--- src/hdl/pnfs_ram.sv ---
// pnfs_ram: generic single-write, single-read synchronous memory
// registered read data; no dependencies
module pnfs_ram #(
    parameter int WIDTH = 32,
    parameter int DEPTH = 64
) (
    input  logic                                       aclk,
    input  logic                                       we,
    input  logic [((DEPTH > 1) ? $clog2(DEPTH) : 1)-1:0] waddr,
    input  logic [WIDTH-1:0]                           wdata,
    input  logic [((DEPTH > 1) ? $clog2(DEPTH) : 1)-1:0] raddr,
    output logic [WIDTH-1:0]                           rdata
);
    logic [WIDTH-1:0] mem [DEPTH];

    always_ff @(posedge aclk) begin
        if (we) begin
            mem[waddr] <= wdata;
        end
        rdata <= mem[raddr];
    end
endmodule

--- config.mk ---
export PLATFORM = sky130hd
export DESIGN_NAME = pnfs_ram
export DESIGN_NICKNAME = d
export VERILOG_FILES = /design/src/hdl/pnfs_ram.sv
export SDC_FILE = /design/constraint.sdc
export NUM_CORES = 2
export LEC_CHECK = 0
export BUFFER_PORTS_ARGS = -buffer_cell sky130_fd_sc_hd__buf_2
export CORE_ASPECT_RATIO = 1.2
export CORE_MARGIN = 2
export CORE_UTILIZATION = 35
export DETAILED_ROUTE_END_ITERATION = 8
export PLACE_DENSITY = 0.58
export SYNTH_ARGS = -nofsm -noshare
export SYNTH_HDL_FRONTEND = slang
export SYNTH_SLANG_ARGS = --single-unit
export TNS_END_PERCENT = 100
--- constraint.sdc ---
create_clock -name aclk -period 4 [get_ports aclk]
set_input_delay 0.4 -clock aclk [delete_from_list [all_inputs] [get_ports aclk]]
set_output_delay 0.4 -clock aclk [all_outputs]
set_load 0.01 [all_outputs]
==> results.json <==
{
  "layout-area-overhead-vs-synth_pct": 15.0,
  "firstDrtPassIters": 5,
  "cts_buffers": 189,
  "layout_min_cycle_time_ns": 2.71,
  "grt_pass1_wl_mm": 296,
  "final-hold-violation-count": 0,
  "clock_latency_ns": 0.83,
  "slowest_stage": "a21oi_1",
  "cts_root_buffer": "clkbuf_16",
  "fin_tns_setup_ns": 0,
  "synth.cell_area_mm2": 0.0785,
  "syn_avg_cell_area_um2": 23.6,
  "gp_congestion": 0.788,
  "postCtsSetupBuffers": 0,
  "io_pins": 78,
  "drv_slew": 0,
  "required_ns": 4.75,
  "grt_max_degree": 65,
  "vias_per_cell": 5.46,
  "cts_buffer_depth": 3,
  "outcome": "complete, no violations",
  "cp-start-kind": "input port",
  "fp.dieW_um": 436,
  "max_slew_margin_pct": 14.5,
  "cp_data_arrival_time_ns": 3.46,
  "path_delay_family": "compound AO/OA/AOI/OAI gates",
  "drive_above_1_share_pct": 30.9,
  "dp_hpwl_mm": 122,
  "drv_cap": 0,
  "grt_pass1_vias": 38000,
  "path_buf_inv": 2,
  "cts_tree": "built",
  "worstMarginPinSlew_ns": 1.28,
  "initial_core_util_pct": 35.2,
  "wire_per_inst_um": 31.2,
  "core_mm2": 0.223,
  "rows": 190,
  "port-buffer-count": 77,
  "fmax_ghz": 0.369,
  "die-area_mm2": 0.228,
  "vdd_drop_max_mv": 0.298,
  "gr-total-overflow": 0,
  "antenna_found_initial": 28,
  "skew_ns": 0.0293,
  "path_clk_slew_ns": 0.06,
  "crit_path_max_fanout": 47,
  "p_leak_nw": 27.8,
  "ys_types": 34,
  "syn_inst": 3324,
  "crit_chain": "buf_8, buf_4, mux4_2, o221ai_1, a21oi_1, a21oi_1, nor2_1",
  "stdcell_area_mm2": 0.0903,
  "track_usage_pct": 18.5,
  "synth_warnings": 0,
  "cts_sinks": 2080,
  "syn_nets": 3370,
  "synth-seq-cells": 2080,
  "criticalPathCategory": "input port to flop",
  "dieHeight_um": 523,
  "grt_setup_unrepaired": "false",
  "hp-class": "input port to flop",
  "cp-end-kind": "flop",
  "fin_crit_sh_pct": 67.7,
  "slowest_delay_ns": 0.95,
  "yosysSeqAreaShare_pct": 79.1,
  "via_count": 37000,
  "power.density_mw_per_mm2": 490,
  "htree_num_levels": 4,
  "drt_iter0_drc": 4092,
  "wl_mm": 212,
  "crit_top_cell": "a21oi_1",
  "setup_viol": 0,
  "finalNetCount": 3672,
  "placed_area_mm2": 0.0842,
  "drtAntennaViolNets": 0,
  "drc": 0
}
per-layer routing:
metal	share of wire, %	vias to the layer above	global-route usage, %
met5	0	-	0
met4	3.9	0	7.07
met3	6.2	343	2.62
met2	51	1394	31.9
met1	39	20400	23.7
li1	-	14900	-
layout make-up:
class / count / area [µm²]
Clock buffer: 226 / 4900
Clock inverter: 120 / 1090
Tap cell: 2976 / 3720
Timing Repair Buffer: 293 / 2400
Sequential cell: 2080 / 62100
Antenna cell: 25 / 62.6
Multi-Input combinational cell: 1062 / 16000
Fill cell: 19400 / 133000
stage by stage:
stage	setup WS, ns	hold slack (ns)	instances	total power, mW	util, %
after floorplan	0.440	0.499	3324	25.8	-
after global placement	0.464	0.707	6408	27.0	37.7
after detailed placement	0.500	0.723	6408	27.0	37.7
after CTS	1.41	0.0411	6757	44.6	40.4
after global routing	1.39	0.0813	6772	45.5	40.4
final	1.29	0.0974	6782	44.3	40.4
cell usage in the layout (no fill, tap or decap), types with 44 or more instances in the layout:
cell	n
nor2_1	75
buf_4	185
clkbuf_16	190
mux2i_1	93
clkinv_1	44
buf_2	73
edfxtp_1	2048
a21oi_1	62
nor2_4	62
mux4_2	544
o22ai_1	84
where the power goes:
part | switching [mW] | internal (mW) | total, mW | leakage [nW]
logic | 1.41 | 0.850 | 2.26 | 6.18
clock network | 7.89 | 9.85 | 17.7 | 2.93
registers | 0.124 | 24.1 | 24.3 | 18.7
Yosys cell counts, drive strengths merged:
cell type     n  area (µm²)
buf         108         608
nand4b        1        8.76
and2          2        12.5
nand3b        5        37.5
a22oi        12        90.1
nand2        26        97.6
nand4         2        12.5
nor3          7        35.0
mux2i        93         931
nor2b        15        93.8
a21oi        62         310
dfxtp        32         641
or2           3        18.8
or3b          5        43.8
nand2b        8        50.1
o221ai       27         236
a41o          4        40.0
o32ai         4        35.0
a31oi         1        6.26
edfxtp     2048       61500
o22ai        84         526
mux4        544       12300
nor2        137         514
or3           3        18.8
and3          4        25.0
a311oi        8        70.1
nand3         5        25.0
clkbuf       74         278
worst register-to-register path, delay by kind of cell, from the launching register on:
family | cells | cell delay, ns
compound gates | 3 | 1.46
flops | 1 | 0.33
mux | 1 | 0.25
simple gates | 1 | 0.19
cells by family after synthesis:
family / Yosys count / synth area share (%)
flip-flops: 2080 / 79.1
multiplexers: 637 / 16.8
AND/OR/NAND/NOR: 223 / 1.27
AO/OA/AOI/OAI: 202 / 1.67
buffers and inverters: 182 / 1.13
path summary, 6_finish.rpt:
check	start	end	slack, ns	cells after the start
setup / recovery	raddr[2]	rdata[26]	1.29	7
hold / removal	wdata[16]	mem[0][16]	0.1	1
setup reg to reg	mem[1][26]	rdata[26]	1.71	5
hold reg to reg	mem[13][4]	rdata[4]	0.87	5
sequential cells by signal (all words and copies together), names as in the netlist:
name	flops
mem	2048
rdata	32
what timing repair did:
action,4_1_cts,5_1_grt
hold buffers,3,0
gates resized for setup,0,0
endpoints found under the hold margin,40,0
Note: power is estimated with default switching activity, not from simulation.
