**src/hdl/pnfs_pkg.sv**
```systemverilog
// pnfs_pkg: shared constants, command and register codes, sequencer states
// and fixed-point helpers for the particle neighbor force step unit
// no dependencies
package pnfs_pkg;

    localparam int NUM_TYPES = 8;
    localparam int PAIRS     = NUM_TYPES * NUM_TYPES;
    localparam int PAIR_AW   = (PAIRS > 1) ? $clog2(PAIRS) : 1;
    localparam int MASS_AW   = (NUM_TYPES > 1) ? $clog2(NUM_TYPES) : 1;
    localparam int TYPE_W    = 3;

    localparam int IN_W       = 200;
    localparam int USER_W     = 3;
    localparam int OUT_W      = 80;
    localparam int CFG_IDX_W  = 3;
    localparam int CFG_DATA_W = 24;

    localparam int MUL_W     = 34;
    localparam int DVD_W     = 64;
    localparam int DVS_W     = 34;
    localparam int PAIR_W    = 80;

    localparam logic [2:0] CMD_LOAD     = 3'd0;
    localparam logic [2:0] CMD_NEIGHBOR = 3'd1;
    localparam logic [2:0] CMD_FINISH   = 3'd2;
    localparam logic [2:0] CMD_PAIR_WR  = 3'd3;
    localparam logic [2:0] CMD_MASS_WR  = 3'd4;

    localparam logic [2:0] CFG_STEP_SCALE   = 3'd0;
    localparam logic [2:0] CFG_FRICTION     = 3'd1;
    localparam logic [2:0] CFG_DAMPING      = 3'd2;
    localparam logic [2:0] CFG_REPULSE_MULT = 3'd3;
    localparam logic [2:0] CFG_PLANE_WIDTH  = 3'd4;
    localparam logic [2:0] CFG_PLANE_HEIGHT = 3'd5;

    typedef enum logic [4:0] {
        ST_IDLE, ST_READ, ST_SQX, ST_SQY, ST_RCMP, ST_ROOT, ST_FORCE, ST_REPK,
        ST_PDIV, ST_PWAIT, ST_RMUL, ST_RDIV, ST_RWAIT, ST_FSUM, ST_DAMP, ST_ACC,
        ST_AWAIT, ST_MOVE, ST_MOVS, ST_XMUL, ST_XDIV, ST_XWAIT, ST_YMUL, ST_YDIV,
        ST_YWAIT, ST_FRIC, ST_FRICS
    } state_t;

    function automatic logic type_ok(input logic [TYPE_W-1:0] t);
        return {4'b0, t} < 7'(NUM_TYPES);
    endfunction

    function automatic logic signed [31:0] sat32(input logic signed [63:0] v);
        if (v > 64'sd2147483647) begin
            return 32'sh7fffffff;
        end else if (v < -64'sd2147483648) begin
            return 32'sh80000000;
        end
        return v[31:0];
    endfunction

    // shift right rounding toward zero
    function automatic logic signed [63:0] tdiv_pow2(input logic signed [63:0] v,
                                                    input int sh);
        logic signed [63:0] bias;
        bias = (v < 0) ? ((64'sd1 <<< sh) - 64'sd1) : 64'sd0;
        return (v + bias) >>> sh;
    endfunction

endpackage

```
**src/hdl/pnfs_div.sv**
```systemverilog
// pnfs_div: signed divider, quotient truncated toward zero, one bit per cycle
// 64 iterations; uses pnfs_pkg
module pnfs_div (
    input  logic                              aclk,
    input  logic                              aresetn,
    input  logic                              start,
    input  logic signed [pnfs_pkg::DVD_W-1:0] dividend,
    input  logic signed [pnfs_pkg::DVS_W-1:0] divisor,
    output logic                              busy,
    output logic                              done,
    output logic signed [pnfs_pkg::DVD_W-1:0] quotient
);
    import pnfs_pkg::*;

    logic             busy_reg;
    logic             done_reg;
    logic [5:0]       cnt_reg;
    logic             neg_reg;
    logic [DVS_W-1:0] dvs_reg;
    logic [DVS_W-1:0] rem_reg;
    logic [DVD_W-1:0] quo_reg;
    logic [DVS_W:0]   shifted;
    logic             fits;

    assign shifted = {rem_reg, quo_reg[DVD_W-1]};
    assign fits    = shifted >= {1'b0, dvs_reg};

    always_ff @(posedge aclk) begin
        if (!aresetn) begin
            busy_reg <= 1'b0;
            done_reg <= 1'b0;
            cnt_reg  <= '0;
        end else begin
            done_reg <= 1'b0;
            if (start) begin
                busy_reg <= 1'b1;
                cnt_reg  <= '0;
            end else if (busy_reg) begin
                cnt_reg <= cnt_reg + 6'd1;
                if (cnt_reg == 6'd63) begin
                    busy_reg <= 1'b0;
                    done_reg <= 1'b1;
                end
            end
        end
    end

    always_ff @(posedge aclk) begin
        if (start) begin
            neg_reg <= dividend[DVD_W-1] ^ divisor[DVS_W-1];
            dvs_reg <= divisor[DVS_W-1] ? DVS_W'(-divisor) : DVS_W'(divisor);
            quo_reg <= dividend[DVD_W-1] ? DVD_W'(-dividend) : DVD_W'(dividend);
            rem_reg <= '0;
        end else if (busy_reg) begin
            rem_reg <= fits ? DVS_W'(shifted - {1'b0, dvs_reg}) : shifted[DVS_W-1:0];
            quo_reg <= {quo_reg[DVD_W-2:0], fits};
        end
    end

    assign busy     = busy_reg;
    assign done     = done_reg;
    assign quotient = neg_reg ? -signed'(quo_reg) : signed'(quo_reg);
endmodule

```
**config.mk**
```make
export PLATFORM = sky130hd
export DESIGN_NAME = pnfs_div
export DESIGN_NICKNAME = d
export VERILOG_FILES = /design/src/hdl/pnfs_pkg.sv /design/src/hdl/pnfs_div.sv
export SDC_FILE = /design/constraint.sdc
export NUM_CORES = 1
export LEC_CHECK = 0
export BUFFER_PORTS_ARGS = -buffer_cell sky130_fd_sc_hd__buf_2
export CAP_MARGIN = 5
export CORE_UTILIZATION = 44
export CTS_BUF_LIST = sky130_fd_sc_hd__clkbuf_8
export DETAILED_ROUTE_END_ITERATION = 16
export PLACE_DENSITY = 0.67
export SYNTH_ARGS = -nofsm -noshare
export SYNTH_HDL_FRONTEND = slang
export SYNTH_SLANG_ARGS = --single-unit
```
**constraint.sdc**
```tcl
create_clock -name aclk -period 7.35 [get_ports aclk]
set_input_delay 0.735 -clock aclk [delete_from_list [all_inputs] [get_ports aclk]]
set_output_delay 0.735 -clock aclk [all_outputs]
set_load 0.01 [all_outputs]
```
==> run metrics <==
maximum number of pins on one net before global-route repair 110; FFs w/ async S/R, synth 0%; Final min period 4.89 ns; final hold viol count 0; Net count, final 1504; final-report max-slew violation count 0; total die area 24700 um^2; number of antenna violations at the first check in global routing 2; CTS tree yes; count of final setup violators 0; row cnt 56; count of hold buffers inserted by post-cts repair 0; PnR worst setup slack 2.46 ns; clock-pin slew on the worst setup and hold paths 0.09 ns; Seq/Total Area, Yosys 36.0%; average cell area after synthesis 8.62 um^2; WP data arrival 4.15 ns; startpoint-to-endpoint class of the critical path flop to output port; Die Wd 157 um; all-layer global routing usage 21.9%; number of nets produced by synthesis 1370; Routed WL 26900 um; number of enable flip-flop cells after synthesis 99; CP Data Required Time 6.61 ns; number of DRC markers after the initial detailed-route iteration 689; final cycle utilization of the critical path 66.5%; area of the mapped netlist 10600 um^2; Distinct cells, synth 61; mean number of vias per cell 5.62; number of instances in the synthesized netlist 1230; num ports 167; clock root buffer master clkbuf_8; maximum buffer depth of the clock tree 2; layout overhead on the synthesized area 13.8%; Lkg Pwr 4.56 nW; peak clock frequency supported by timing 205 MHz; Non-Filler Cell Area, Final 12100 um^2; share of final-layout standard cells stronger than drive strength 1 16.3%; starting utilization of the core area 45.0%; Setup crit end kind output port; TritonCTS buffer count 17; placed standard-cell area 11700 um^2; max cap viols 0; synthesis warning total 0; number of setup buffers added after CTS 0; status completed; Max VDD drop 0.101 mV; Vias 9524; first-pass iteration count of the detailed router 6; clock network latency to the later pin of the worst-skew pair 0.45 ns; pin slew with the least headroom to its limit 1.12 ns; routed len/inst 15.9 um; Tightest Hold Check Type primary input to flop; placer congestion estimate 0.855; core box area 23500 um^2; skew final 0.0158 ns; leading cell type in the layout, fill and taps excluded buf_2; Final TNS setup 0 ns; antenna-violating nets left 0; number of levels the H-tree was split into 4; total power 2.33 mW; diode count 0; max reg flops 64; residual DRC count 0; setup repair after global routing missed its margin false; PD cells 193 nW/um^2; number of clock sinks 141; maximum fanout count along the critical path 6; commonest cells after routing, fill and taps aside buf_2 (165), nor2_1 (115), nand2_1 (115); number of global-route vias before repair 8564; Slew headroom 25.1%; register bit count reported by yosys 141; post-place setup slack 2.96 ns; vertical die dimension 157 um; post-cts resize count 0; Cell Count, Final, Fillers Out 1696; element type at the critical path start flop; wire length of the first global-routing pass 42800 um; number of port buffers 166; HPWL Detailed 20000 um; total placed cells including tap cells 1664; global route overflow 0; dominant synthesized flop cell edfxtp_1
-- synth_stat cells, types with 22 or more instances --
master,n,area share [%]
xnor2_1,109,9.0
edfxtp_1,99,28
o41ai_1,26,2.1
inv_1,56,2.0
o21ai_0,85,4.0
xor2_1,78,6.4
or4_1,23,1.6
nand3_1,32,1.5
nor2_1,115,4.1
a21oi_1,94,4.4
nor3_1,22,1.0
nand2_1,115,4.1
dfxtp_1,42,7.9
o31ai_1,42,3.0
ha_1,38,4.5
clkbuf_1,54,1.9
or3_1,26,1.5
-- through the flow --
| stage | hold WS (ns) | util, % |
|---|---|---|
| floorplan | 0.451 | - |
| global placement | 0.471 | 49.6 |
| detailed placement | 0.483 | 49.6 |
| CTS | 0.468 | 51.3 |
| global route | 0.465 | 51.3 |
| finish | 0.489 | 51.3 |
-- layout make-up --
cell class              instances  area (um^2)
clock inverters                15          148
fillers                      2266        11500
clock buffers                  17          234
inverters                      56          210
flip-flops and latches        141         3810
multi-input cells             975         6370
repair buffers                173          890
well taps                     319          399
-- worst paths after layout --
path,from,end,cells after the start,slack (ns)
setup / recovery,quo_reg[16],quotient[63],9,2.46
hold / removal,divisor[0],dvs_reg[0],1,0.49
setup reg to reg,dvs_reg[12],rem_reg[0],11,3.36
hold reg to reg,rem_reg[11],rem_reg[12],2,0.50
-- layer usage --
| layer | up-vias | track usage (%) | part of all wire (%) |
|---|---|---|---|
| li1 | 4801 | - | - |
| met2 | 284 | 35.8 | 46 |
| met4 | 4 | 6.15 | 1.6 |
| met1 | 4399 | 29.2 | 46 |
| met5 | - | 0 | 0.10 |
| met3 | 36 | 4.49 | 6.0 |
-- logic make-up (layout without fill, tap and decap cells) --
logic type | count (synthesis) | after routing | synth area share [%]
simple gates | 410 | 410 | 19.0
compound gates | 334 | 334 | 20.3
xor+xnor | 187 | 187 | 15.4
flops | 141 | 141 | 36.0
buf+inv | 114 | 261 | 4.07
fa+ha+maj | 39 | 39 | 4.67
mux | 5 | 5 | 0.507
-- power breakdown --
group / switching [mW] / internal [mW]
clock: 0.320 / 0.301
combinational: 0.404 / 0.290
sequential: 0.0686 / 0.943
total: 0.793 / 1.53
-- worst max-delay path, stage by stage, from the launching register on --
cell and delay [ns]:
edfxtp_1 0.46, or3_4 0.43, or4b_4 0.53, or4_4 0.53
or3_4 0.39, or4_4 0.46, or2_4 0.28, o31ai_2 0.30
xnor2_1 0.17, buf_2 0.16
No activity file was read; power rests on OpenSTA's default activity.
