**config.mk**
```make
export PLATFORM = sky130hd
export DESIGN_NAME = pnfs_sqrt
export DESIGN_NICKNAME = d
export VERILOG_FILES = /design/src/hdl/pnfs_pkg.sv /design/src/hdl/pnfs_sqrt.sv
export SDC_FILE = /design/constraint.sdc
export NUM_CORES = 1
export LEC_CHECK = 0
export ABC_CLOCK_PERIOD_IN_PS = 9500
export BUFFER_PORTS_ARGS = -buffer_cell sky130_fd_sc_hd__buf_2
export CAP_MARGIN = 20
export CORE_ASPECT_RATIO = 1.75
export CORE_MARGIN = 2
export CORE_UTILIZATION = 62
export CTS_CLUSTER_DIAMETER = 200
export DETAILED_ROUTE_END_ITERATION = 8
export GPL_TIMING_DRIVEN = 1
export PLACE_DENSITY = 0.81
export REMOVE_ABC_BUFFERS = 1
export SETUP_SLACK_MARGIN = 0.5
export SLEW_MARGIN = 20
export SYNTH_ARGS = -nofsm -noshare
export SYNTH_HDL_FRONTEND = slang
export SYNTH_SLANG_ARGS = --single-unit
```
**constraint.sdc**
```tcl
create_clock -name aclk -period 9.5 [get_ports aclk]
set_input_delay 0.475 -clock aclk [delete_from_list [all_inputs] [get_ports aclk]]
set_output_delay 0.475 -clock aclk [all_outputs]
set_load 0.02 [all_outputs]
```
**src/hdl/pnfs_pkg.sv**
```systemverilog
// pnfs_pkg: shared constants, command and register codes, sequencer states
// and fixed-point helpers for the particle neighbor force step unit
// no dependencies
package pnfs_pkg;

    localparam int NUM_TYPES = 8;
    localparam int PAIRS     = NUM_TYPES * NUM_TYPES;
    localparam int PAIR_AW   = (PAIRS > 1) ? $clog2(PAIRS) : 1;
    localparam int MASS_AW   = (NUM_TYPES > 1) ? $clog2(NUM_TYPES) : 1;
    localparam int TYPE_W    = 3;

    localparam int IN_W       = 200;
    localparam int USER_W     = 3;
    localparam int OUT_W      = 80;
    localparam int CFG_IDX_W  = 3;
    localparam int CFG_DATA_W = 24;

    localparam int MUL_W     = 34;
    localparam int DVD_W     = 64;
    localparam int DVS_W     = 34;
    localparam int PAIR_W    = 80;

    localparam logic [2:0] CMD_LOAD     = 3'd0;
    localparam logic [2:0] CMD_NEIGHBOR = 3'd1;
    localparam logic [2:0] CMD_FINISH   = 3'd2;
    localparam logic [2:0] CMD_PAIR_WR  = 3'd3;
    localparam logic [2:0] CMD_MASS_WR  = 3'd4;

    localparam logic [2:0] CFG_STEP_SCALE   = 3'd0;
    localparam logic [2:0] CFG_FRICTION     = 3'd1;
    localparam logic [2:0] CFG_DAMPING      = 3'd2;
    localparam logic [2:0] CFG_REPULSE_MULT = 3'd3;
    localparam logic [2:0] CFG_PLANE_WIDTH  = 3'd4;
    localparam logic [2:0] CFG_PLANE_HEIGHT = 3'd5;

    typedef enum logic [4:0] {
        ST_IDLE, ST_READ, ST_SQX, ST_SQY, ST_RCMP, ST_ROOT, ST_FORCE, ST_REPK,
        ST_PDIV, ST_PWAIT, ST_RMUL, ST_RDIV, ST_RWAIT, ST_FSUM, ST_DAMP, ST_ACC,
        ST_AWAIT, ST_MOVE, ST_MOVS, ST_XMUL, ST_XDIV, ST_XWAIT, ST_YMUL, ST_YDIV,
        ST_YWAIT, ST_FRIC, ST_FRICS
    } state_t;

    function automatic logic type_ok(input logic [TYPE_W-1:0] t);
        return {4'b0, t} < 7'(NUM_TYPES);
    endfunction

    function automatic logic signed [31:0] sat32(input logic signed [63:0] v);
        if (v > 64'sd2147483647) begin
            return 32'sh7fffffff;
        end else if (v < -64'sd2147483648) begin
            return 32'sh80000000;
        end
        return v[31:0];
    endfunction

    // shift right rounding toward zero
    function automatic logic signed [63:0] tdiv_pow2(input logic signed [63:0] v,
                                                    input int sh);
        logic signed [63:0] bias;
        bias = (v < 0) ? ((64'sd1 <<< sh) - 64'sd1) : 64'sd0;
        return (v + bias) >>> sh;
    endfunction

endpackage

```
**src/hdl/pnfs_sqrt.sv**
```systemverilog
// pnfs_sqrt: floor square root of a 64-bit value, two bits per cycle
// 32 iterations; uses pnfs_pkg
module pnfs_sqrt (
    input  logic        aclk,
    input  logic        aresetn,
    input  logic        start,
    input  logic [63:0] value,
    output logic        done,
    output logic [31:0] root
);
    import pnfs_pkg::*;

    logic        busy_reg;
    logic        done_reg;
    logic [4:0]  cnt_reg;
    logic [63:0] v_reg;
    logic [63:0] r_reg;
    logic [63:0] bit_reg;
    logic [63:0] trial;

    assign trial = r_reg + bit_reg;

    always_ff @(posedge aclk) begin
        if (!aresetn) begin
            busy_reg <= 1'b0;
            done_reg <= 1'b0;
            cnt_reg  <= '0;
        end else begin
            done_reg <= 1'b0;
            if (start) begin
                busy_reg <= 1'b1;
                cnt_reg  <= '0;
            end else if (busy_reg) begin
                cnt_reg <= cnt_reg + 5'd1;
                if (cnt_reg == 5'd31) begin
                    busy_reg <= 1'b0;
                    done_reg <= 1'b1;
                end
            end
        end
    end

    always_ff @(posedge aclk) begin
        if (start) begin
            v_reg   <= value;
            r_reg   <= '0;
            bit_reg <= 64'd1 << 62;
        end else if (busy_reg) begin
            if (v_reg >= trial) begin
                v_reg <= v_reg - trial;
                r_reg <= (r_reg >> 1) + bit_reg;
            end else begin
                r_reg <= r_reg >> 1;
            end
            bit_reg <= bit_reg >> 2;
        end
    end

    assign done = done_reg;
    assign root = r_reg[31:0];
endmodule

```
==> impl_metrics.csv, run 1 <==
group,metric,value,unit
global_routing,antenna_found_initial,0,
global_routing,grtUsageTotal,36.5,%
clock_tree,postCtsSetupRepairBufs,0,
power,leakage,6.52,nW
floorplan,rows,77,
hold_path,hold-path-endpoint,"busy_reg",
place,port_buffers,99,
logic_synthesis,synth_edf_count,64,
worst_setup_path,crit_type,"register to register",
clock_tree,cts_root_buffer,"clkbuf_16",
clock_tree,clock_latency,470,ps
floorplan,dieHeight,215,microns
floorplan,die_w,125,microns
final_layout,final_nets,2204,
power,power_density,235,nW/um^2
route,vias_per_cell,6.60,
global_routing,grt-ovfl-total,0,
clock_tree,clock_sinks,167,
clock_tree,clockBufferDepth,2,
final_layout,diodes,0,
final_layout,area_growth_syn_to_layout,5.64,%
hold_path,min_delay_path_depth,2,
sta,setup_viol,0,
final_layout,regArea,3990,sq um
clock_tree,clkTransAtPathRegs,70,ps
worst_setup_path,cp-start-kind,"register",
clock_tree,cts.htree.levels,4,
route,wl_per_cell,21.2,microns
logic_synthesis,yosysSeqAreaShare,25.2,%
route,wl,49.4,mm
route,ant_nets,0,
global_routing,grt_max_degree,81,
logic_synthesis,synth-seq-cells,167,
sta,min_period,6560,ps
worst_setup_path,cp-end-kind,"register",
global_routing,grt_pass1_vias,15596,
route,num_vias,15398,
floorplan,dieArea,26900,sq um
logic_synthesis,syn_area_per_cell,7.84,sq um
worst_setup_path,r2r-start,"bit_reg[0]",
clock_tree,cts_tree,"yes",
clock_tree,cts_buffers,17,
logic_synthesis,yosysUniqueCellTypes,86,
logic_synthesis,synth_top_area_share,13.0,%
worst_setup_path,r2r_end,"v_reg[22]",
sta,hold_violations,0,
sta,finClkSkew,12.0,ps
sta,relSlewSlack,45.0,%
sta,rsz0062_at_grt,"no",
floorplan,ios,100,
clock_tree,ctsHoldBuffers,0,
sta,final.setup.tns,0,ps
logic_synthesis,yosysWarnings,0,
flow_run,cap_violations,0,
sta,worst_pin_slew,822,ps
route,drc_errors,0,
power,vdd_ir_drop_max,0.178,mV
sta,fmax,153,MHz
sta,timing.final.crit_share,69.0,%
logic_synthesis,mappedNetlistArea,15800,sq um
final_layout,multi_input_area,11000,sq um
place,gp_congestion,0.964,
sta,report.final.slew_viol_count,0,
floorplan,core_area,25100,sq um
worst_setup_path,crit_arrival,6660,ps
logic_synthesis,ys.flop_type,"dfxtp_1",
global_routing,grt_pass1_wl,78.9,mm
final_layout,layout-drive-gt1-share,9.97,%
worst_setup_path,path_max_fanout,35,
logic_synthesis,async_reset_ff_share,0,%
worst_setup_path,required,9610,ps
status,status,"finished clean",
floorplan,start_util,63.0,%
hold_path,hp-start,"aresetn",
logic_synthesis,synth_area_leaders,"dfxtp_1, edfxtp_1, ha_1, nand2_1, o21ai_0",
worst_setup_path,r2r_setup_slack,2940,ps
clock_tree,ctsResizeCount,0,
hold_path,hold_class,"input pin to register",
logic_synthesis,synthCells,2021,
route,first_pass_iters,7,
worst_setup_path,reg2regPathDepth,22,
route,drtIter0Drc,1071,
final_layout,post-route-util,66.5,%
final_layout,fill_cells,2248,
logic_synthesis,synth_top_area_cell,"dfxtp_1",
place,dp_hpwl,38.2,mm
[power breakdown]
part / internal, mW / total [mW] / leakage (nW) / switching (mW)
logic: 0.807 / 2.10 / 4.74 / 1.29
clock network: 0.378 / 0.738 / 0.293 / 0.360
registers: 0.937 / 1.08 / 1.49 / 0.147
[per-stage QoR]
stage,area [sq um],cells,power [mW],worst slack (ps),hold slack [ps]
2_1_floorplan,15100,1876,2.59,2310,467
3_3_place_gp,16100,2301,3.12,3210,482
3_5_place_dp,16100,2301,3.15,3040,495
4_1_cts,16700,2333,3.89,3010,221
5_1_grt,16700,2333,4.17,2520,228
6_report,16700,2333,3.92,2940,235
[cell type report]
type / instances / area share (%)
multi-input cells: 1674 / 65.9
flip-flops and latches: 167 / 23.8
repair buffers: 109 / 3.45
clock buffers: 17 / 2.54
well taps: 316 / 2.36
clock inverters: 15 / 1.08
inverters: 35 / 0.785
[logic make-up (layout without fill, tap and decap cells)]
kind of cell,count (synthesis),count (layout),synth area share (%)
xor gates and xnor gates,149,149,8.24
buffers and inverters,180,176,5.21
muxes,51,51,3.28
AOI/OAI and AO/OA,679,679,28.7
DFF,167,167,25.2
adders and majority gates,133,133,10.6
and+or+nand+nor,662,662,18.8
[critical path: stages, from the launching register on]
cell,delay (ps)
dfxtp_1,370
ha_1,190
ha_1,190
a21o_1,170
a31o_2,180
a31oi_1,100
o21ai_1,290
a31oi_1,190
a21oi_1,280
o21ai_1,130
a211oi_1,500
mux2i_1,150
a211o_1,290
ha_1,410
nand4_1,260
or3_1,470
nor3_2,280
a221oi_2,100
buf_4,240
nand2_1,110
nand2_1,80
nand2_2,630
buf_4,540
[worst max-delay path by stage]
stage,cells after the start,from,to
after floorplan,20,r_reg[2],v_reg[0]
after global placement,22,r_reg[0],v_reg[18]
after detailed placement,22,bit_reg[0],v_reg[15]
after CTS,22,bit_reg[0],v_reg[22]
after global routing,22,r_reg[0],v_reg[45]
final,22,bit_reg[0],v_reg[22]
[cell usage in the layout (no fill, tap or decap), types with 18 or more instances in the layout]
| cell | Yosys | final |
|---|---|---|
| a211oi_1 | 26 | 26 |
| a21o_1 | 55 | 55 |
| a21oi_1 | 135 | 135 |
| a311oi_1 | 36 | 36 |
| a31o_2 | 21 | 21 |
| a31oi_1 | 63 | 63 |
| buf_2 | 10 | 98 |
| dfxtp_1 | 103 | 102 |
| edfxtp_1 | 64 | 64 |
| ha_1 | 132 | 132 |
| inv_1 | 34 | 34 |
| mux2i_1 | 44 | 44 |
| nand2_1 | 254 | 253 |
| nand3_1 | 30 | 30 |
| nand4_1 | 37 | 37 |
| nor2_1 | 206 | 206 |
| nor2b_1 | 18 | 18 |
| nor3_1 | 19 | 19 |
| o21ai_0 | 156 | 156 |
| o21bai_1 | 38 | 38 |
| or3_1 | 25 | 25 |
| xnor2_1 | 83 | 83 |
| xor2_1 | 66 | 66 |
[cell usage after synthesis, types with 37 or more instances]
master and instances:
clkbuf_1 92, ha_1 132, edfxtp_1 64, nand2_1 254, o21ai_0 156, mux2i_1 44, o21bai_1 38, xnor2_1 83
nand4_1 37, nor2_1 206, a21o_1 55, xor2_1 66, a21oi_1 135, a31oi_1 63, dfxtp_1 103
[per-layer routing]
metal  share of wire, %  global-route usage, %  up-vias
li1                   -                      -     7419
met1                 34                   34.4     7181
met2                 54                   69.8      567
met3                4.3                   5.33      231
met4                8.2                   27.8        0
met5                  0                      0        -
No activity file was read; power rests on OpenSTA's default activity.
==> inputs of run 2 (changes only) <==
--- a/config.mk
+++ b/config.mk
@@ -5,16 +5,16 @@
 export SDC_FILE = /design/constraint.sdc
 export NUM_CORES = 1
 export LEC_CHECK = 0
-export ABC_CLOCK_PERIOD_IN_PS = 9500
+export ABC_CLOCK_PERIOD_IN_PS = 5500
 export BUFFER_PORTS_ARGS = -buffer_cell sky130_fd_sc_hd__buf_2
 export CAP_MARGIN = 20
 export CORE_ASPECT_RATIO = 1.75
 export CORE_MARGIN = 2
-export CORE_UTILIZATION = 62
+export CORE_UTILIZATION = 57
 export CTS_CLUSTER_DIAMETER = 200
 export DETAILED_ROUTE_END_ITERATION = 8
 export GPL_TIMING_DRIVEN = 1
-export PLACE_DENSITY = 0.81
+export PLACE_DENSITY = 0.79
 export REMOVE_ABC_BUFFERS = 1
 export SETUP_SLACK_MARGIN = 0.5
 export SLEW_MARGIN = 20
==> constraint.sdc (replaced) <==
create_clock -name aclk -period 5.5 [get_ports aclk]
set_input_delay 0.275 -clock aclk [delete_from_list [all_inputs] [get_ports aclk]]
set_output_delay 0.275 -clock aclk [all_outputs]
set_load 0.02 [all_outputs]
==> impl_metrics.csv, run 2 (same netlist as run 1, synthesis figures left out) <==
group,metric,value,unit
route,ant_nets,0,
route,num_vias,16515,
final_layout,multi_input_area,11900,sq um
floorplan,ios,100,
route,first_pass_iters,7,
power,p_clk_share,16.3,%
floorplan,start_util,57.9,%
global_routing,grt_pass1_vias,16412,
global_routing,grt_max_degree,105,
route,vias_per_cell,6.56,
worst_setup_path,cp-end-kind,"register",
final_layout,final_nets,2336,
worst_setup_path,critPathTopFamily,"compound AO/OA/AOI/OAI gates",
power,leakage,7.38,nW
clock_tree,cts_root_buffer,"clkbuf_16",
final_layout,regArea,4010,sq um
global_routing,grt_pass1_wl,83.2,mm
sta,finClkSkew,13.5,ps
worst_setup_path,crit_arrival,5570,ps
sta,timing.final.crit_share,94.8,%
worst_setup_path,required,5860,ps
clock_tree,cts_tree,"yes",
final_layout,final_cell_mix,"nand2_1, nor2_1, o21ai_0",
final_layout,fill_cells,2230,
sta,min_period,5210,ps
route,drc_errors,0,
floorplan,dieArea,29200,sq um
global_routing,antenna_found_initial,0,
clock_tree,clkTransAtPathRegs,70,ps
power,vdd_ir_drop_max,0.361,mV
sta,worst_pin_slew,963,ps
power,swShare,44.5,%
sta,setup_viol,0,
place,port_buffers,99,
route,wl,55.1,mm
clock_tree,clockBufferDepth,2,
power,total_power,7.70,mW
worst_setup_path,slowest_delay,380,ps
status,status,"finished clean",
worst_setup_path,path_max_fanout,18,
final_layout,fin_area,18900,sq um
global_routing,grtUsageTotal,36.7,%
place,gp_congestion,0.995,
clock_tree,clock_latency,460,ps
worst_setup_path,critPathSlowestCell,"or3_4",
hold_path,hold_class,"input pin to register",
route,wl_per_cell,21.9,microns
sta,hold_violations,0,
place,dp_hpwl,39.6,mm
power,power_density,407,nW/um^2
floorplan,dieHeight,224,microns
flow_run,cap_violations,0,
clock_tree,cts_buffers,17,
power,pwr-share-seq,24.0,%
sta,worst_slack,286,ps
final_layout,layout-drive-gt1-share,21.6,%
sta,relSlewSlack,35.8,%
clock_tree,clock_sinks,167,
sta,fmax,192,MHz
worst_setup_path,cp-start-kind,"register",
route,drtIter0Drc,1335,
worst_setup_path,crit_type,"register to register",
sta,report.final.slew_viol_count,0,
final_layout,diodes,0,
floorplan,die_w,130,microns
sta,rsz0062_at_grt,"yes",
final_layout,area_growth_syn_to_layout,19.5,%
final_layout,final_common_cell,"nand2_1",
power,p_int,4.27,mW
clock_tree,ctsHoldBuffers,0,
power,combPwrFrac,59.6,%
worst_setup_path,cp_cell_sequence,"ha_4 > buf_4 > a21o_1 > a31oi_1 > o21ai_1 > a21boi_2 > o21ai_2 > a41o_1 > a2bb2oi_2 > nand2_1 > a41oi_1 > xor2_1 > ha_1 > nand2_1 > or3_4 > nor3_4 > buf_6 > o211ai_4 > and2_4 > buf_12 > or3_4 > a311oi_2",
worst_setup_path,critPathBufInv,3,
place,placed_cell_area,16700,sq um
power,switching_power,3.43,mW
global_routing,grt-ovfl-total,0,
place,dp_slack,-7.42,ps
clock_tree,cts.htree.levels,4,
floorplan,core_area,27300,sq um
sta,hold_slack,32.8,ps
floorplan,rows,80,
-- run 2: cell count changes in the layout (fill, tap and decap cells not counted), sizes merged --
cell	change
buf	+128
clkinv	-3
clkinvlp	-1
clkbuf	+7
-- run 2: power by group through the flow --
stage | Clock (mW) | Sequential, mW | Combinational [mW]
6_report | 1.26 | 1.85 | 4.59
3_5_place_dp | 0 | 1.84 | 3.77
4_1_cts | 1.26 | 1.82 | 4.00
2_1_floorplan | 0 | 1.82 | 2.64
5_1_grt | 1.31 | 1.87 | 4.94
3_3_place_gp | 0 | 1.83 | 3.71
-- run 2: path summary, 6_finish.rpt --
path                            cells past startpoint    endpoint  startpoint  slack (ps)
worst max register to register                     22   r_reg[21]    r_reg[2]         290
worst min-delay path                                2    busy_reg     aresetn          30
worst max-delay path                               22   r_reg[21]    r_reg[2]         290
worst min register to register                      2  cnt_reg[3]  cnt_reg[3]         530
-- run 2: per-stage QoR --
stage          utilization, %  cells  setup TNS [ps]
6_report                 69.3   2517               0
5_1_grt                  69.3   2517               0
4_1_cts                  65.8   2481               0
3_5_place_dp             61.2   2419           -9.54
3_3_place_gp             61.2   2419               0
2_1_floorplan               -   1876         -145000
-- run 2: area by class of cell --
class	count	area share, %
Timing Repair Buffer	241	9.64
Tap cell	369	2.44
Clock inverter	11	0.674
Inverter	35	0.694
Sequential cell	167	21.2
Clock buffer	20	2.47
Multi-Input combinational cell	1674	62.9
-- run 2: layer usage --
metal  up-vias  global-route usage (%)  wire length (microns)
li1       7692                       -                      -
met1      7725                    34.7                  18400
met2       762                    65.8                  27900
met3       336                    5.90                   2800
met4         0                    33.4                   6000
met5         -                       0                      0
-- run 2: timing repair --
action,in CTS,in global routing
cloned,3,7
pin swaps,48,85
gates resized for setup,81,129
buffers inserted,28,29
endpoints found under the setup margin,144,151
==> inputs of run 3 (changes only) <==
--- a/config.mk
+++ b/config.mk
@@ -14,6 +14,7 @@
 export CTS_CLUSTER_DIAMETER = 200
 export DETAILED_ROUTE_END_ITERATION = 8
 export GPL_TIMING_DRIVEN = 1
+export MAX_ROUTING_LAYER = met4
 export PLACE_DENSITY = 0.79
 export REMOVE_ABC_BUFFERS = 1
 export SETUP_SLACK_MARGIN = 0.5
==> impl_metrics.csv, run 3 (same netlist as run 1, synthesis figures left out) <==
group,metric,value,unit
worst_setup_path,crit_arrival,5600,ps
final_layout,diodes,0,
sta,hold_violations,0,
worst_setup_path,reg2regPathDepth,26,
global_routing,grt_pass1_vias,15923,
worst_setup_path,r2r-start,"bit_reg[2]",
clock_tree,clkTransAtPathRegs,80,ps
clock_tree,ctsHoldBuffers,0,
worst_setup_path,critPathTopFamily,"compound AO/OA/AOI/OAI gates",
clock_tree,cts_root_buffer,"clkbuf_16",
worst_setup_path,cp_common_cell,"buf_6",
route,first_pass_iters,6,
worst_setup_path,crit_cells,26,
worst_setup_path,critPathSlowestCell,"a311o_1",
sta,setup_viol,0,
worst_setup_path,cp-start-kind,"register",
sta,report.final.slew_viol_count,0,
final_layout,area_growth_syn_to_layout,22.9,%
route,drtIter0Drc,1304,
global_routing,grt_max_degree,120,
worst_setup_path,setup.worst_path.start,"bit_reg[2]",
sta,rsz0062_at_grt,"yes",
final_layout,final_cell_mix,"nand2_1, nor2_1, o21ai_0",
final_layout,fill_cells,2211,
floorplan,die_w,130,microns
worst_setup_path,path_max_fanout,8,
worst_setup_path,slowest_delay,360,ps
global_routing,grtUsageTotal,37.6,%
sta,finClkSkew,14.0,ps
route,drc_errors,0,
global_routing,grt-ovfl-total,0,
floorplan,dieHeight,224,microns
worst_setup_path,cp-end-kind,"register",
final_layout,final_nets,2352,
sta,fmax,191,MHz
floorplan,ios,100,
status,status,"finished clean",
clock_tree,cts_tree,"yes",
route,vias_per_cell,6.53,
floorplan,rows,80,
sta,worst_pin_slew,1000,ps
floorplan,core_area,27300,sq um
place,dp_slack,-84.0,ps
flow_run,cap_violations,0,
route,wl_per_cell,22.3,microns
route,ant_nets,0,
floorplan,start_util,57.9,%
place,port_buffers,99,
worst_setup_path,crit_type,"register to register",
hold_path,hold_class,"input pin to register",
clock_tree,clockBufferDepth,2,
clock_tree,cts_buffers,17,
power,power_density,417,nW/um^2
clock_tree,clock_latency,470,ps
final_layout,regArea,4010,sq um
sta,relSlewSlack,33.1,%
worst_setup_path,required,5870,ps
place,gp_congestion,1.00,
clock_tree,clock_sinks,167,
power,leakage,7.58,nW
worst_setup_path,critPathBufInv,6,
power,vdd_ir_drop_max,0.307,mV
sta,min_period,5230,ps
worst_setup_path,cp-endpoint,"r_reg[29]",
route,num_vias,16545,
global_routing,antenna_found_initial,0,
worst_setup_path,r2r_setup_slack,270,ps
final_layout,layout-drive-gt1-share,23.3,%
floorplan,dieArea,29200,sq um
final_layout,multi_input_area,12100,sq um
final_layout,final_common_cell,"nand2_1",
place,dp_hpwl,40.6,mm
sta,timing.final.crit_share,95.2,%
sta,worst_slack,267,ps
clock_tree,cts.htree.levels,4,
route,wl,56.4,mm
worst_setup_path,r2r_end,"r_reg[29]",
sta,hold_slack,29.0,ps
global_routing,grt_pass1_wl,82.2,mm
[run 3: what timing repair did]
action                     CTS  global route
cloned                       5             6
pin swaps                   48           110
resized for setup           85           184
setup endpoints to repair  147           150
setup buffers               32            31
[run 3: layout make-up]
cell class / instances / area share [%]
multi-input cells: 1674 / 62.4
clock buffers: 18 / 2.20
clock inverters: 14 / 0.919
inverters: 35 / 0.675
well taps: 369 / 2.37
repair buffers: 257 / 10.8
flip-flops and latches: 167 / 20.6
[run 3: routing by layer]
metal / track usage (%) / share of wire [%] / up-vias
met3: 5.26 / 4.9 / 342
li1: - / - / 7711
met2: 66.5 / 52 / 735
met5: - / 0 / -
met4: 32.6 / 9.7 / 0
met1: 34.6 / 34 / 7757
[run 3: worst min-delay path by stage]
stage | start | end | slack, ps | cells past startpoint
after global placement | cnt_reg[4] | cnt_reg[4] | 480 | 2
after global routing | aresetn | busy_reg | 30 | 2
final | aresetn | busy_reg | 30 | 2
after detailed placement | r_reg[0] | r_reg[0] | 500 | 2
after CTS | aresetn | busy_reg | 20 | 2
after floorplan | start | r_reg[0] | 350 | 1
[run 3: per-stage QoR]
step	TNS (ps)	instances	util, %	power (mW)	area [sq um]
floorplan	-145000	1876	-	4.47	15100
global placement	0	2428	61.5	5.69	16800
detailed placement	-152	2428	61.5	5.75	16800
CTS	0	2497	66.6	7.47	18200
global route	0	2534	71.2	8.55	19500
finish	0	2534	71.2	8.13	19500
[run 3: power by group]
part	internal, mW	switching (mW)	total [mW]
sequential	1.62	0.243	1.86
clock	0.692	0.617	1.31
combinational	2.20	2.75	4.95
total	4.51	3.61	8.13
